[config.mk]
export PLATFORM = sky130hd
export DESIGN_NAME = div_tima_interval_timer
export DESIGN_NICKNAME = d
export VERILOG_FILES = /design/src/sv/div_tima_pkg.sv /design/src/sv/div_tima_ctrl.sv /design/src/sv/div_tima_dp.sv /design/src/sv/div_tima_interval_timer.sv
export SDC_FILE = /design/constraint.sdc
export NUM_CORES = 1
export LEC_CHECK = 0
export BUFFER_PORTS_ARGS = -buffer_cell sky130_fd_sc_hd__buf_2
export CAP_MARGIN = 40
export CORE_AREA = 2 2 99 82
export DETAILED_ROUTE_END_ITERATION = 6
export DIE_AREA = 0 0 101 84
export PLACE_DENSITY = 0.73
export SLEW_MARGIN = 20
export SYNTH_ARGS = -nofsm -noshare
export SYNTH_HDL_FRONTEND = slang
export SYNTH_SLANG_ARGS = --single-unit
[constraint.sdc]
create_clock -name i_clk -period 2.3 [get_ports i_clk]
set_clock_uncertainty 0.05 [all_clocks]
set_input_delay 0.115 -clock i_clk [delete_from_list [all_inputs] [get_ports i_clk]]
set_output_delay 0.115 -clock i_clk [all_outputs]
set_load 0.01 [all_outputs]
[src/sv/div_tima_pkg.sv]
// shared types, codes and helpers of the interval timer
package div_tima_pkg;

    localparam int DIV_W   = 16;
    localparam int BYTE_W  = 8;
    localparam int TAC_W   = 3;
    localparam int CMD_W   = 2;
    localparam int SEL_W   = 2;

    // commands
    localparam logic [CMD_W-1:0] CMD_TICK  = 2'd0;
    localparam logic [CMD_W-1:0] CMD_READ  = 2'd1;
    localparam logic [CMD_W-1:0] CMD_WRITE = 2'd2;

    // register selects
    localparam logic [SEL_W-1:0] REG_DIV  = 2'd0;
    localparam logic [SEL_W-1:0] REG_TIMA = 2'd1;
    localparam logic [SEL_W-1:0] REG_TMA  = 2'd2;
    localparam logic [SEL_W-1:0] REG_TAC  = 2'd3;

    localparam int TAC_EN_BIT = 2;

    typedef logic [BYTE_W-1:0] t_byte;

    // controller to datapath
    typedef struct packed {
        logic start;     // item accepted this cycle
        logic step;      // advance the divider by one count
        logic load_out;  // move the finished result into the output register
    } t_dp_cmd;

    // datapath to controller
    typedef struct packed {
        logic run_tick;  // accepted item is an enabled tick with a nonzero count
        logic last_step; // the current step is the final one
    } t_dp_sts;

    // divider bit watched for falling edges, per tac select
    function automatic logic [DIV_W-1:0] edge_mask(input logic [1:0] sel);
        logic [DIV_W-1:0] m;
        m = '0;
        unique case (sel)
            2'd0: m[9] = 1'b1;
            2'd1: m[3] = 1'b1;
            2'd2: m[5] = 1'b1;
            2'd3: m[7] = 1'b1;
            default: m = '0;
        endcase
        return m;
    endfunction

endpackage

[src/sv/div_tima_ctrl.sv]
// sequencing controller of the interval timer
module div_tima_ctrl (
    input  logic                  i_clk,
    input  logic                  i_rst_n,
    input  logic                  i_in_valid,
    output logic                  o_in_stall,
    output logic                  o_out_valid,
    input  logic                  i_out_stall,
    input  div_tima_pkg::t_dp_sts i_sts,
    output div_tima_pkg::t_dp_cmd o_cmd
);
    import div_tima_pkg::*;

    localparam logic [1:0] S_IDLE = 2'd0;
    localparam logic [1:0] S_STEP = 2'd1;
    localparam logic [1:0] S_DONE = 2'd2;

    logic [1:0] r_state, n_state;
    logic       r_out_valid, n_out_valid;
    logic       accept;
    logic       load_out;

    assign o_in_stall  = (r_state != S_IDLE);
    assign accept      = i_in_valid && (r_state == S_IDLE);
    // result moves on when the output register is empty or being drained
    assign load_out    = (r_state == S_DONE) && (!r_out_valid || !i_out_stall);
    assign o_out_valid = r_out_valid;

    always_comb begin
        o_cmd.start    = accept;
        o_cmd.step     = (r_state == S_STEP);
        o_cmd.load_out = load_out;
    end

    always_comb begin
        n_state = r_state;
        unique case (r_state)
            S_IDLE: begin
                if (accept) begin
                    n_state = i_sts.run_tick ? S_STEP : S_DONE;
                end
            end
            S_STEP: begin
                if (i_sts.last_step) begin
                    n_state = S_DONE;
                end
            end
            S_DONE: begin
                if (load_out) begin
                    n_state = S_IDLE;
                end
            end
            default: n_state = S_IDLE;
        endcase
    end

    always_comb begin
        n_out_valid = r_out_valid;
        if (load_out) begin
            n_out_valid = 1'b1;
        end else if (r_out_valid && !i_out_stall) begin
            n_out_valid = 1'b0;
        end
    end

    always_ff @(posedge i_clk) begin
        if (!i_rst_n) begin
            r_state     <= S_IDLE;
            r_out_valid <= 1'b0;
        end else begin
            r_state     <= n_state;
            r_out_valid <= n_out_valid;
        end
    end

endmodule

[src/sv/div_tima_dp.sv]
// timer registers, divider stepping and result register
module div_tima_dp (
    input  logic                  i_clk,
    input  logic                  i_rst_n,
    input  logic [1:0]            i_command,
    input  logic [1:0]            i_reg_select,
    input  div_tima_pkg::t_byte   i_write_data,
    input  div_tima_pkg::t_byte   i_cycles,
    input  div_tima_pkg::t_dp_cmd i_cmd,
    output div_tima_pkg::t_dp_sts o_sts,
    output div_tima_pkg::t_byte   o_read_data,
    output logic                  o_timer_irq
);
    import div_tima_pkg::*;

    logic [DIV_W-1:0] r_divider, n_divider;
    t_byte            r_tima, n_tima;
    t_byte            r_tma, n_tma;
    logic [TAC_W-1:0] r_tac, n_tac;
    logic             r_pending, n_pending;
    t_byte            r_count, n_count;
    t_byte            r_rd, n_rd;
    logic             r_irq, n_irq;
    t_byte            r_out_rd;
    logic             r_out_irq;

    logic [DIV_W-1:0] div_inc;
    logic [DIV_W-1:0] mask;
    logic             fall;
    logic             tac_en;
    t_byte            rd_mux;

    assign tac_en  = r_tac[TAC_EN_BIT];
    assign div_inc = r_divider + DIV_W'(1);
    assign mask    = edge_mask(r_tac[1:0]);
    assign fall    = (|(r_divider & mask)) && !(|(div_inc & mask));

    assign o_sts.run_tick  = (i_command == CMD_TICK) && tac_en && (i_cycles != '0);
    assign o_sts.last_step = (r_count == t_byte'(1));

    always_comb begin
        unique case (i_reg_select)
            REG_DIV:  rd_mux = r_divider[DIV_W-1 -: BYTE_W];
            REG_TIMA: rd_mux = r_tima;
            REG_TMA:  rd_mux = r_tma;
            REG_TAC:  rd_mux = {{(BYTE_W-TAC_W){1'b0}}, r_tac};
            default:  rd_mux = '0;
        endcase
    end

    always_comb begin
        n_divider = r_divider;
        n_tima    = r_tima;
        n_tma     = r_tma;
        n_tac     = r_tac;
        n_pending = r_pending;
        n_count   = r_count;
        n_rd      = r_rd;
        n_irq     = r_irq;
        if (i_cmd.start) begin
            n_rd    = '0;
            n_irq   = 1'b0;
            n_count = i_cycles;
            // the unused command value falls through with zero results
            if (i_command == CMD_TICK) begin
                if (!tac_en) begin
                    n_divider = r_divider + {{(DIV_W-BYTE_W){1'b0}}, i_cycles};
                end else if (r_pending) begin
                    // reload from tma happens before any counting of this item
                    n_pending = 1'b0;
                    n_tima    = r_tma;
                    n_irq     = 1'b1;
                end
            end else if (i_command == CMD_READ) begin
                n_rd = rd_mux;
            end else if (i_command == CMD_WRITE) begin
                unique case (i_reg_select)
                    REG_DIV:  n_divider = '0;
                    REG_TIMA: n_tima    = i_write_data;
                    REG_TMA:  n_tma     = i_write_data;
                    REG_TAC:  n_tac     = i_write_data[TAC_W-1:0];
                    default:  n_tac     = r_tac;
                endcase
            end
        end else if (i_cmd.step) begin
            n_divider = div_inc;
            n_count   = r_count - t_byte'(1);
            if (fall) begin
                if (r_tima == '1) begin
                    n_pending = 1'b1;
                    n_tima    = '0;
                end else begin
                    n_tima = r_tima + t_byte'(1);
                end
            end
        end
    end

    always_ff @(posedge i_clk) begin
        if (!i_rst_n) begin
            r_divider <= '0;
            r_tima    <= '0;
            r_tma     <= '0;
            r_tac     <= '0;
            r_pending <= 1'b0;
        end else begin
            r_divider <= n_divider;
            r_tima    <= n_tima;
            r_tma     <= n_tma;
            r_tac     <= n_tac;
            r_pending <= n_pending;
        end
    end

    always_ff @(posedge i_clk) begin
        r_count <= n_count;
        r_rd    <= n_rd;
        r_irq   <= n_irq;
        if (i_cmd.load_out) begin
            r_out_rd  <= r_rd;
            r_out_irq <= r_irq;
        end
    end

    assign o_read_data = r_out_rd;
    assign o_timer_irq = r_out_irq;

endmodule

[src/sv/div_tima_interval_timer.sv]
// Interval timer: 16-bit divider with DIV/TIMA/TMA/TAC registers behind one item channel.
// Input channel: i_in_valid / o_in_stall with i_command, i_reg_select, i_write_data,
// i_cycles; an item is taken when i_in_valid is high and o_in_stall is low.
// Output channel: o_out_valid / i_out_stall with o_read_data, o_timer_irq; exactly one
// result per item, in order.
// Reads, writes, unused commands, disabled and zero-count ticks go straight to the done state.
// An enabled tick with i_cycles equal to N steps N times: the divider advances one count per
// clock through the single increment and edge-detect step.
// One item is in work at a time; the next item is taken in the cycle after its result
// enters the output register, even while that result is still held by i_out_stall.
// While i_out_stall holds a finished result and another item has completed, o_in_stall
// stays high until the output register is drained.
// Reset (i_rst_n low, synchronous) clears the divider, TIMA, TMA, TAC, the pending
// overflow and the output valid.
module div_tima_interval_timer (
    input  logic                i_clk,
    input  logic                i_rst_n,
    input  logic                i_in_valid,
    output logic                o_in_stall,
    input  logic [1:0]          i_command,
    input  logic [1:0]          i_reg_select,
    input  div_tima_pkg::t_byte i_write_data,
    input  div_tima_pkg::t_byte i_cycles,
    output logic                o_out_valid,
    input  logic                i_out_stall,
    output div_tima_pkg::t_byte o_read_data,
    output logic                o_timer_irq
);
    import div_tima_pkg::*;

    t_dp_cmd dp_cmd;
    t_dp_sts dp_sts;

    div_tima_ctrl u_ctrl (
        .i_clk       (i_clk),
        .i_rst_n     (i_rst_n),
        .i_in_valid  (i_in_valid),
        .o_in_stall  (o_in_stall),
        .o_out_valid (o_out_valid),
        .i_out_stall (i_out_stall),
        .i_sts       (dp_sts),
        .o_cmd       (dp_cmd)
    );

    div_tima_dp u_dp (
        .i_clk        (i_clk),
        .i_rst_n      (i_rst_n),
        .i_command    (i_command),
        .i_reg_select (i_reg_select),
        .i_write_data (i_write_data),
        .i_cycles     (i_cycles),
        .i_cmd        (dp_cmd),
        .o_sts        (dp_sts),
        .o_read_data  (o_read_data),
        .o_timer_irq  (o_timer_irq)
    );

endmodule

# Word-level counts from Yosys, hierarchy flattened
# Cells that the tools add are included.
# totals
reg_bits,65
in_bits,24
out_inout_bits,11
wordCells,112
# classes
n_addsub,4
eq_ne,24
mux,38
bitwise_logic,4
reduce_logical,30
# op_table
cell,n
$mux W16,7
$mux W8,12
$and A16 B10 Y16,2
$pmux W8 S4,1
$reduce_or A16 Y1,2
$reduce_and A5 Y1,4
$add A16 B1 Y16 const B,1
$add A16 B8 Y16,1
$mux W1,13
$eq A2 B2 Y1 const B,6
$ne A2 B1 Y1 const B,5
$reduce_bool A2 Y1,5
$ne A3 B1 Y1 const B,3
$ne A3 B2 Y1 const B,3
$add A8 B1 Y8 const B,1
$eq A2 B1 Y1 const B,4
$eq A8 B1 Y1 const B,1
$eq A8 B8 Y1 const B,1
$logic_not A2 Y1,4
$mux W2,4
$reduce_bool A8 Y1,1
$sub A8 B1 Y8 const B,1
$reduce_and A7 Y1,1
$logic_and A1 B1 Y1,6
other kinds (8),11

# Logic depth before layout (Yosys ltp)
# Gate-level depths: netlist (run 1).
# depth
ltp_word,9
depth_mapped,9
ltp_nobuf,8

# Hierarchy
# Synthesis (run 1) repeated with hierarchy kept, for this count alone.
# hier_totals
cells_unflattened,444
area_unflattened_um2,3965.1
# by_module_without_submodules
mod,instances,cells_per_inst,area_per_inst_um2,seq_area_each_um2
div_tima_dp,1,423,3787.4,1501.4
div_tima_ctrl,1,21,177.7,60.1

# Worst setup path after synthesis (run 1)
# OpenSTA, ideal clock, no wires.
# synth_path
kind,reg-to-reg
start,register u_ctrl.r_state[0]
end,"register u_dp.r_count[4], data pin"
setup_ns,0.283
arrival_time_ns,1.905
t_required_ns,1.967
slack_ns,0.062
stages_incl_launch_ff,8
n_path_buf,4
synth_period_minus_slack_ns,2.238
path_cell_list,dfxtp_1 > buf_6 > or3b_1 > buf_6 > clkinv_1 > clkbuf_1 > buf_1 > o21ai_0
# synth_via
elab_chain_cells,3
# synth_lines
item,line,source
"start, declared",div_tima_ctrl.sv:18,"logic [1:0] r_state, n_state;"
"start signal, assigned",div_tima_ctrl.sv:71,r_state <= n_state;
$logic_not A2 Y1,div_tima_ctrl.sv:24,assign accept = i_in_valid && (r_state == S_IDLE);
$logic_and A1 B1 Y1,div_tima_ctrl.sv:24,
net u_ctrl.accept,div_tima_ctrl.sv:20,logic accept;
$mux W8,div_tima_dp.sv:60,if (i_cmd.start) begin
net u_dp.n_count[4],div_tima_dp.sv:21,"t_byte r_count, n_count;"
"end signal, assigned",div_tima_dp.sv:116,r_count <= n_count;
"end, declared",div_tima_dp.sv:21,
# The timed path passes the listed nets, and every way through them passes these cells.
# A chain may end at the register's enable or synchronous reset.

# Worst setup path in the final report (run 1)
# layout_path
start,register u_dp.r_divider[7]
end,register u_dp.r_divider[13]
# layout_via
elab_chain_cells,4
word_cells_on_any_way,6
classes_between,add/sub (2); mux (4)
# layout_lines
item,line,source
"start, declared",div_tima_dp.sv:16,"logic [DIV_W-1:0] r_divider, n_divider;"
"start signal, assigned",div_tima_dp.sv:107,r_divider <= n_divider;
$add A16 B8 Y16,div_tima_dp.sv:67,"n_divider = r_divider + {{(DIV_W-BYTE_W){1'b0}}, i_cycles};"
$mux W16,div_tima_dp.sv:66,if (!tac_en) begin
$mux W16,div_tima_dp.sv:65,if (i_command == CMD_TICK) begin
$mux W16 (*),div_tima_dp.sv:60,
# Mark *: on every way between the ends. The rest lies on a longest branch, timed or not. The select of a mux whose other input is x is not followed.

==> impl_metrics.py, run 1 <==
metrics = {
    "outcome": {
        "status": "complete, no violations",
    },
    "power_and_ir_drop": {
        "power.switching_mw": 0.7341,
        "internal_power_mw": 1.888,
        "clkPwrFrac": 0.382,
        "pwr-share-seq": 0.484,
        "switching_share": 0.2800,
        "vdd_drop_max_v": 0.0003716,
        "powerDensity_nw_per_um2": 561.2,
        "p_comb_frac": 0.134,
        "p_leak_nw": 1.706,
    },
    "cells_and_area": {
        "diodes": 0,
        "fillCellCount": 642,
        "syn2layout_area_growth_pct": 17.90,
        "final_cell_area_um2": 4672,
        "final_layout_size_suffix_gt1_frac": 0.2046,
        "nNetsFinal": 555,
        "stdcell_count": 616,
        "final_core_util": 0.6131,
    },
    "synthesis": {
        "yosysSeqAreaShare": 0.3941,
        "synth_cell_types": 64,
        "ys.flop_type": "dfxtp_1",
        "mappedNetlistArea_um2": 3963,
        "synth_top_cell_area_share": 0.1970,
        "yosys.area.top_type": "dfxtp_1",
        "synth_edf_count": 26,
        "syn-num-nets": 501,
        "ys_ff_latch": 65,
        "yosysWarnings": 0,
        "yosys-top-cells-area": "dfxtp_1, edfxtp_1, nand2_1",
        "syn_area_per_cell_um2": 8.540,
        "async_flop_share": 0,
        "synthCells": 464,
    },
    "global_route": {
        "use_met3": 0.05695,
        "grt_pass1_vias": 3482,
        "grt_max_degree": 37,
        "grt_use_met1": 0.3777,
        "busiest_layer": "met1",
        "met2_usage": 0.3648,
        "grt_overflow": 0,
        "grt_pass1_wl_mm": 17.13,
        "grt_util_all_layers": 0.2571,
        "antenna_found_initial": 1,
    },
    "timing": {
        "finalCritPeriodShare": 0.9602,
        "maxSlewHeadroom": 0.5276,
        "final.setup.tns_ps": 0,
        "slew_viol_final": 0,
        "hold_violations": 0,
        "rsz0062_at_grt": "no",
        "hold_slack_ps": 0.2784,
        "worst_slew_pin_slew_ps": 706.0,
        "period_needed_ps": 2208,
        "finalSetupViolCount": 0,
        "fmax_mhz": 452.8,
    },
    "setup_path": {
        "crit_fanout": 5,
        "cp_slowest_stage_delay_ps": 530,
        "critPathRequiredTime_ps": 2530,
        "arrival_ps": 2440,
        "critPathBufInv": 1,
        "end_kind": "register",
        "critPathSlowestCell": "or4b_4",
        "cp-start-kind": "register",
        "critPathKind": "register to register",
        "crit_chain": "nand4_1 -> buf_4 -> o31ai_2 -> or4b_4 -> or4_1 -> a31oi_1",
        "crit_family": "simple AND/OR/NAND/NOR gates",
    },
    "detailed_routing": {
        "vias": 3860,
        "wire_per_inst_um": 17.47,
        "final_antenna_net_count": 0,
        "drtIter0Drc": 393,
        "viasPerCell": 6.266,
        "dr.pass1.iters": 6,
        "drc": 0,
        "totalWireLength_mm": 10.76,
    },
    "clocking": {
        "ctsLongestPathBuffers": 2,
        "cts-buffers-inserted": 9,
        "cts_tree": "yes",
        "htreeDepth": 3,
        "cts_sinks": 65,
        "clkTransAtPathRegs_ps": 80,
        "cts-root-buf": "clkbuf_8",
        "clk_latency_ps": 360,
    },
    "min_path": {
        "min_path_type": "input port to register",
    },
    "placed_design": {
        "dp_hpwl_mm": 7.659,
        "numPortBuffers": 34,
        "dp_cells": 594,
        "gp_congestion": 0.9395,
        "dpl-instance-area_um2": 4344,
    },
    "floorplanning": {
        "ios": 35,
        "rows": 29,
        "coreArea_um2": 7620,
        "start_util": 0.5200,
        "die_w_um": 101,
        "fp.dieH_um": 84,
        "dieArea_um2": 8484,
    },
    "flow_run": {
        "drv_cap": 0,
    },
}
[power groups by stage]
stage                     sequential, mW  clock (mW)  combinational (mW)
after floorplan                     1.29           0               0.203
after global placement              1.29           0               0.320
after detailed placement            1.29           0               0.325
after CTS                           1.27        1.02               0.335
after global routing                1.27        1.06               0.382
final                               1.27        1.00               0.352
[layer usage]
layer / up-vias / part of all wire
met2: 218 / 0.43
met4: 2 / 0.020
met5: - / 0.0012
met3: 33 / 0.10
li1: 1842 / -
met1: 1765 / 0.45
[cell families (layout without fill, tap and decap cells)]
kind of cell,count (synthesis),after routing,synth area share
adder cells (fa/ha/maj),13,13,0.04294
AND/OR/NAND/NOR,196,196,0.2447
flip-flops,65,65,0.3941
XOR/XNOR,12,12,0.02653
multiplexers,14,14,0.04484
AO/OA/AOI/OAI,131,131,0.2112
buffers and inverters,33,92,0.03568
[flip-flops by register name, indices dropped and copies added, names as in the netlist]
signal,cells
u_dp.r_pending,1
u_dp.r_tac,3
u_dp.r_irq,1
u_dp.r_tima,8
u_ctrl.r_state,2
u_dp.r_divider,16
u_ctrl.o_out_valid,1
u_dp.o_timer_irq,1
u_dp.r_tma,8
u_dp.o_read_data,8
u_dp.r_rd,8
u_dp.r_count,8
[cell usage in the layout (no fill, tap or decap), types with 7 or more instances in the layout]
| cell type | Yosys | layout |
|---|---|---|
| nand2_1 | 62 | 62 |
| a21oi_1 | 37 | 36 |
| nor2_1 | 36 | 36 |
| buf_2 | 2 | 34 |
| dfxtp_1 | 39 | 33 |
| o21ai_0 | 30 | 29 |
| nand3_1 | 27 | 27 |
| buf_4 | 0 | 27 |
| edfxtp_1 | 26 | 26 |
| nor3_1 | 14 | 13 |
| mux2i_1 | 11 | 11 |
| nor2b_1 | 10 | 10 |
| xnor2_1 | 9 | 9 |
| clkbuf_8 | 0 | 9 |
| and3_1 | 8 | 8 |
| ha_1 | 12 | 8 |
| inv_1 | 7 | 7 |
| nor4_1 | 7 | 7 |
| a21boi_0 | 7 | 7 |
[path summary, 6_finish.rpt]
kind	from	to	slack, ps	cells past startpoint
max	u_dp.r_divider[7]$_SDFFE_PN0P_	u_dp.r_divider[13]$_SDFFE_PN0P_	90	6
min	i_write_data[2]	u_dp.r_tma[2]$_SDFFE_PN0P_	0.3	3
max reg2reg	u_dp.r_divider[7]$_SDFFE_PN0P_	u_dp.r_divider[13]$_SDFFE_PN0P_	90	6
min reg2reg	u_dp.r_rd[5]$_SDFFCE_PP0P_	u_dp.o_read_data[5]$_DFFE_PP_	370	0
[synth_stat cells, drive strengths merged (2+ instances only)]
cell	number
nand2	62
dfxtp	39
a21oi	37
nor2	36
o21ai	33
nand3	27
edfxtp	26
clkbuf	18
nor3	14
ha	12
mux2i	11
nor2b	10
xnor2	9
and3	8
a21boi	7
inv	7
nor4	7
a31oi	6
buf	6
nand2b	6
o211ai	6
o22ai	6
nand4	5
or4	5
nor3b	4
a21o	3
a22oi	3
mux4	3
o21a	3
o21bai	3
o32ai	3
xor2	3
a211o	2
a211oi	2
a311oi	2
clkinv	2
o221ai	2
o31a	2
o31ai	2
or2	2
or3	2
or4b	2
[final cells by class]
cell class	count	area (um2)	area share
timing repair buffer	67	432.9	0.09266
clock inverter	7	78.83	0.01687
inverter	9	33.78	0.007231
clock buffer	9	123.9	0.02651
sequential	65	1569	0.3358
tap	93	116.4	0.02491
multi-input combinational	366	2317	0.4960
[repair_timing]
action                                  CTS  global route
gates resized for setup                   3            18
endpoints found under the setup margin    9            11
pin swaps                                 0             2
setup buffers                             0             0
hold buffers                              6             0
endpoints found under the hold margin     6             0
[worst min-delay path, delay by kind of cell]
| kind | cells | cell delay (ps) |
|---|---|---|
| and+or+nand+nor | 1 | 60 |
| AOI/OAI and AO/OA | 1 | 70 |
| buffers and inverters | 1 | 120 |
[metrics by stage]
step / setup WS [ps] / power (mW)
detailed placement: -81.41 / 1.619
CTS: 0.4670 / 2.619
floorplan: 62.12 / 1.496
global route: 20.39 / 2.716
global placement: 44.76 / 1.613
finish: 91.62 / 2.622
(Power assumes the default switching activity.)
==> inputs of run 2 (changes only) <==
CORE_AREA = 2 2 94 78   (was 2 2 99 82)
DIE_AREA = 0 0 96 80   (was 0 0 101 84)
PLACE_DENSITY = 0.77   (was 0.73)
clock period = 2.8 ns   (was 2.3 ns; I/O delays follow)
==> run 2 against run 1 <==
The flow now finishes with violations (DRC). Sequential power decreased by 17%. Flip-flop and latch count unchanged. Count of clock-buffer cells in the layout unchanged. Routed wire length decreased by 0.73%. Critical path depth increased by 1. Sequential share of layout area increased by 1.3 points. Critical path type unchanged. Final cell count decreased by 3.7%. Via count decreased by 0.34%. Clock power decreased by 18%. Highest routed layer is now met4. Power decreased by 18%. Worst hold slack improved by 26 ps.
==> impl_metrics.py, run 2 (synthesis results as in run 1) <==
metrics = {
    "setup_path": {
        "cp-start-kind": "register",
        "crit_fanout": 9,
        "reg2regPathDepth": 7,
        "cp_slowest_stage_delay_ps": 550,
        "crit_chain": "nand4_1 -> or4_1 -> a221oi_2 -> o21ai_1 -> buf_4 -> o211ai_1 -> o21ai_0",
        "arrival_ps": 2650,
        "critPathSlowestCell": "or4_1",
        "critPathKind": "register to register",
        "r2r_slack_ps": 340,
        "critPathRequiredTime_ps": 2990,
        "end_kind": "register",
    },
    "placed_design": {
        "numPortBuffers": 34,
        "dp_hpwl_mm": 7.728,
        "gp_congestion": 0.9516,
    },
    "detailed_routing": {
        "vias": 3847,
        "dr.pass1.iters": 7,
        "wire_per_inst_um": 18.01,
        "drc": 1,
        "drtIter0Drc": 502,
        "final_antenna_net_count": 0,
        "totalWireLength_mm": 10.68,
        "viasPerCell": 6.487,
    },
    "power_and_ir_drop": {
        "p_leak_nw": 1.611,
        "vdd_drop_max_v": 0.0002397,
        "powerDensity_nw_per_um2": 478.4,
        "p_total_mw": 2.139,
    },
    "clocking": {
        "cts-buffers-inserted": 9,
        "postCtsResizedCells": 0,
        "htreeDepth": 3,
        "cts-root-buf": "clkbuf_8",
        "cts_tree": "yes",
        "cts_sinks": 65,
        "ctsLongestPathBuffers": 2,
        "cts_setup_buffers": 0,
        "clkTransAtPathRegs_ps": 80,
        "hold_buffers": 5,
        "clk_latency_ps": 360,
    },
    "floorplanning": {
        "start_util": 0.5894,
        "die_w_um": 96,
        "dieArea_um2": 7680,
        "rows": 27,
        "fp.dieH_um": 80,
        "ios": 35,
        "coreArea_um2": 6723,
    },
    "timing": {
        "hold_slack_ps": 26.18,
        "rsz0062_at_grt": "no",
        "final.setup.tns_ps": 0,
        "worst_slew_pin_slew_ps": 832.6,
        "finalSetupViolCount": 0,
        "period_needed_ps": 2457,
        "maxSlewHeadroom": 0.4429,
        "hold_violations": 0,
        "finalCritPeriodShare": 0.8776,
        "slew_viol_final": 0,
        "fmax_mhz": 407.0,
    },
    "min_path": {
        "min_path_type": "input port to register",
        "holdPathStages": 3,
    },
    "cells_and_area": {
        "nNetsFinal": 538,
        "regMostFlops": "u_dp.r_divider",
        "multiInputGateArea_um2": 2260,
        "final_cell_mix": "nand2_1, dfxtp_1, a21oi_1",
        "diodes": 0,
        "largest_register_ffs": 16,
        "fillCellCount": 577,
        "syn2layout_area_growth_pct": 12.82,
        "layout_commonest_cell": "nand2_1",
        "regArea_um2": 1562,
        "final_layout_size_suffix_gt1_frac": 0.1423,
    },
    "global_route": {
        "grt_util_all_layers": 0.2932,
        "grt_pass1_vias": 3448,
        "grt_max_degree": 23,
        "grt_overflow": 0,
        "grt_pass1_wl_mm": 17.10,
        "antenna_found_initial": 0,
    },
    "outcome": {
        "status": "finished with violations",
        "violations": "DRC",
    },
    "flow_run": {
        "drv_cap": 0,
    },
}
## run 2: layer usage
metal  part of all wire  GRT usage  routed length, um
met5                  0          0                  0
met3               0.11    0.07082               1174
met2               0.43     0.4375               4604
met4              0.015    0.07000                165
met1               0.44     0.4260               4736
## run 2: per-stage QoR
step                      cell area (um2)  cells    util  setup WS [ps]
final                                4471    593  0.6650          342.8
after global routing                 4471    593  0.6650          105.9
after CTS                            4456    591  0.6628          309.5
after detailed placement             4202    570  0.6250          315.1
after global placement               4202    570  0.6250          417.8
after floorplan                      3963    464       -          562.1
## run 2: worst max-delay path: cells and delay by family, from the launching register on
kind / cells / cell delay, ps
simple gates: 2 / 800
compound gates: 4 / 790
flops: 1 / 460
buf+inv: 1 / 250
## run 2: final cells by class
cell class	instances	share of cell area
repair buffers	50	0.06773
clock buffers	9	0.02771
clock inverters	7	0.01791
well taps	87	0.02435
flip-flops and latches	65	0.3493
multi-input cells	366	0.5055
inverters	9	0.007557
## run 2: final timing paths
path,from,end
worst min-delay path,i_write_data[0],u_dp.r_tac[0]$_SDFFE_PN0P_
worst min register to register,u_dp.r_rd[5]$_SDFFCE_PP0P_,u_dp.o_read_data[5]$_DFFE_PP_
worst max register to register,u_dp.r_divider[1]$_SDFFE_PN0P_,u_dp.r_tima[2]$_SDFFE_PN0P_
worst max-delay path,u_dp.r_divider[1]$_SDFFE_PN0P_,u_dp.r_tima[2]$_SDFFE_PN0P_
## run 2: power breakdown
part           switching, mW  internal (mW)  total (mW)
Sequential            0.0257           1.02        1.05
Combinational          0.170         0.0997       0.270
Clock                  0.404          0.419       0.824
Total                  0.600           1.54        2.14
==> inputs of run 3 (changes only) <==
CORE_AREA = 2 2 85 87   (was 2 2 94 78)
DIE_AREA = 0 0 87 89   (was 0 0 96 80)
PLACE_DENSITY = 0.76   (was 0.77)
==> run 3 against run 2 <==
The flow now finishes without violations. Combinational power decreased by 4%. Global-route usage decreased by 1.1 points. Routed wire length fell by 4.0%. Count of clock-buffer cells in the layout unchanged. Worst hold slack worse by 18 ps. Die area is 0.82% higher. Clock power shrank 0.6%. Sequential share of layout area increased by 0.35 points. Utilization down 0.61 points. Largest cell class unchanged.
==> impl_metrics.py, run 3 (synthesis results as in run 1) <==
metrics = {
    "outcome": {
        "status": "complete, no violations",
    },
    "setup_path": {
        "arrival_ps": 2660,
        "critPathRequiredTime_ps": 3030,
        "cp_slowest_stage_delay_ps": 440,
        "critPathKind": "register to register",
        "critPathSlowestCell": "fa_1",
        "cp-start-kind": "register",
        "crit_fanout": 7,
        "crit_chain": "ha_1 -> fa_1 -> a211oi_1 -> o21bai_1 -> and2_1 -> o221ai_1 -> a21oi_1 -> nor2b_1",
        "end_kind": "register",
    },
    "detailed_routing": {
        "final_antenna_net_count": 0,
        "vias": 3807,
        "viasPerCell": 6.530,
        "drc": 0,
        "drtIter0Drc": 364,
        "dr.pass1.iters": 6,
        "wire_per_inst_um": 17.59,
        "totalWireLength_mm": 10.25,
    },
    "global_route": {
        "antenna_found_initial": 0,
        "grt_util_all_layers": 0.2822,
        "grt_pass1_vias": 3448,
        "grt_pass1_wl_mm": 16.88,
        "grt_max_degree": 29,
        "grt_overflow": 0,
    },
    "placed_design": {
        "dp_hpwl_mm": 7.374,
        "dpl-instance-area_um2": 4208,
        "gp_congestion": 0.9158,
        "numPortBuffers": 34,
        "dp_cells": 565,
        "dp_slack_ps": 317.1,
    },
    "floorplanning": {
        "die_w_um": 87,
        "start_util": 0.5898,
        "ios": 35,
        "fp.dieH_um": 89,
        "dieArea_um2": 7743,
        "coreArea_um2": 6719,
        "rows": 30,
    },
    "cells_and_area": {
        "final_layout_size_suffix_gt1_frac": 0.1451,
        "final_cell_mix": "nand2_1, dfxtp_1, a21oi_1",
        "final_cell_area_um2": 4427,
        "layout_commonest_cell": "nand2_1",
        "largest_register_ffs": 16,
        "regMostFlops": "u_dp.r_divider",
        "nNetsFinal": 535,
        "regArea_um2": 1562,
        "fillCellCount": 572,
        "final_core_util": 0.6588,
        "multiInputGateArea_um2": 2260,
        "diodes": 0,
        "syn2layout_area_growth_pct": 11.71,
        "stdcell_count": 583,
    },
    "clocking": {
        "htreeDepth": 3,
        "ctsLongestPathBuffers": 2,
        "cts_tree": "yes",
        "cts-root-buf": "clkbuf_8",
        "clkTransAtPathRegs_ps": 80,
        "postCtsResizedCells": 0,
        "clk_latency_ps": 350,
        "cts-buffers-inserted": 9,
        "cts_sinks": 65,
    },
    "power_and_ir_drop": {
        "p_leak_nw": 1.599,
        "vdd_drop_max_v": 0.0002908,
        "p_total_mw": 2.123,
        "powerDensity_nw_per_um2": 479.5,
    },
    "timing": {
        "slew_viol_final": 0,
        "rsz0062_at_grt": "no",
        "final.setup.tns_ps": 0,
        "worst_slew_pin_slew_ps": 761.7,
        "hold_slack_ps": 8.141,
        "fmax_mhz": 411.1,
        "period_needed_ps": 2433,
        "finalSetupViolCount": 0,
        "worst_slack_ps": 367.2,
        "maxSlewHeadroom": 0.4922,
        "finalCritPeriodShare": 0.8688,
        "hold_violations": 0,
    },
    "flow_run": {
        "drv_cap": 0,
    },
    "min_path": {
        "min_path_type": "input port to register",
    },
}
==> run 3: cell types whose count changed in the layout (fill, tap and decap cells not counted) <==
cell	before	now
buf_4	10	12
clkbuf_4	1	0
clkinv_4	3	2
dlygate4sd3_1	5	1
inv_6	0	2
inv_8	1	0
==> run 3: cell type report <==
type                       instances  area share
multi-input combinational        366      0.5105
timing repair buffer              47     0.06105
inverter                           9    0.007631
tap                               80     0.02261
clock buffer                       9     0.02798
sequential                        65      0.3527
clock inverter                     7     0.01752
==> run 3: what timing repair did <==
| item | in CTS | in global routing |
|---|---|---|
| hold buffers | 1 | 0 |
| buffers inserted | 0 | 0 |
| hold endpoints to repair | 1 | 0 |
==> run 3: worst max-delay path, delay by kind of cell (launching register included) <==
family	cells	cell delay, ps
adders and majority gates	2	680
AOI/OAI and AO/OA	4	920
DFF	1	370
and+or+nand+nor	2	350
==> run 3: layer usage <==
metal / share of wire / vias to the layer above / GRT usage
met1: 0.44 / 1781 / 0.3956
met4: 0.023 / 0 / 0.1165
met2: 0.45 / 196 / 0.4303
met3: 0.096 / 26 / 0.05355
li1: - / 1804 / -
met5: 0 / - / 0
==> run 3: path summary, 6_finish.rpt <==
kind,start,end,slack (ps),cells after the start
setup / recovery,u_dp.r_divider[0]$_SDFFE_PN0P_,u_dp.r_divider[8]$_SDFFE_PN0P_,370,8
hold / removal,i_write_data[3],u_dp.r_tma[3]$_SDFFE_PN0P_,8,3
setup reg to reg,u_dp.r_divider[0]$_SDFFE_PN0P_,u_dp.r_divider[8]$_SDFFE_PN0P_,370,8
hold reg to reg,u_dp.r_rd[0]$_SDFFCE_PP0P_,u_dp.o_read_data[0]$_DFFE_PP_,370,0
==> run 3: where the power goes <==
group / internal [mW] / switching [mW]
sequential: 1.02 / 0.0243
combinational: 0.0961 / 0.163
clock: 0.418 / 0.401
total: 1.53 / 0.588
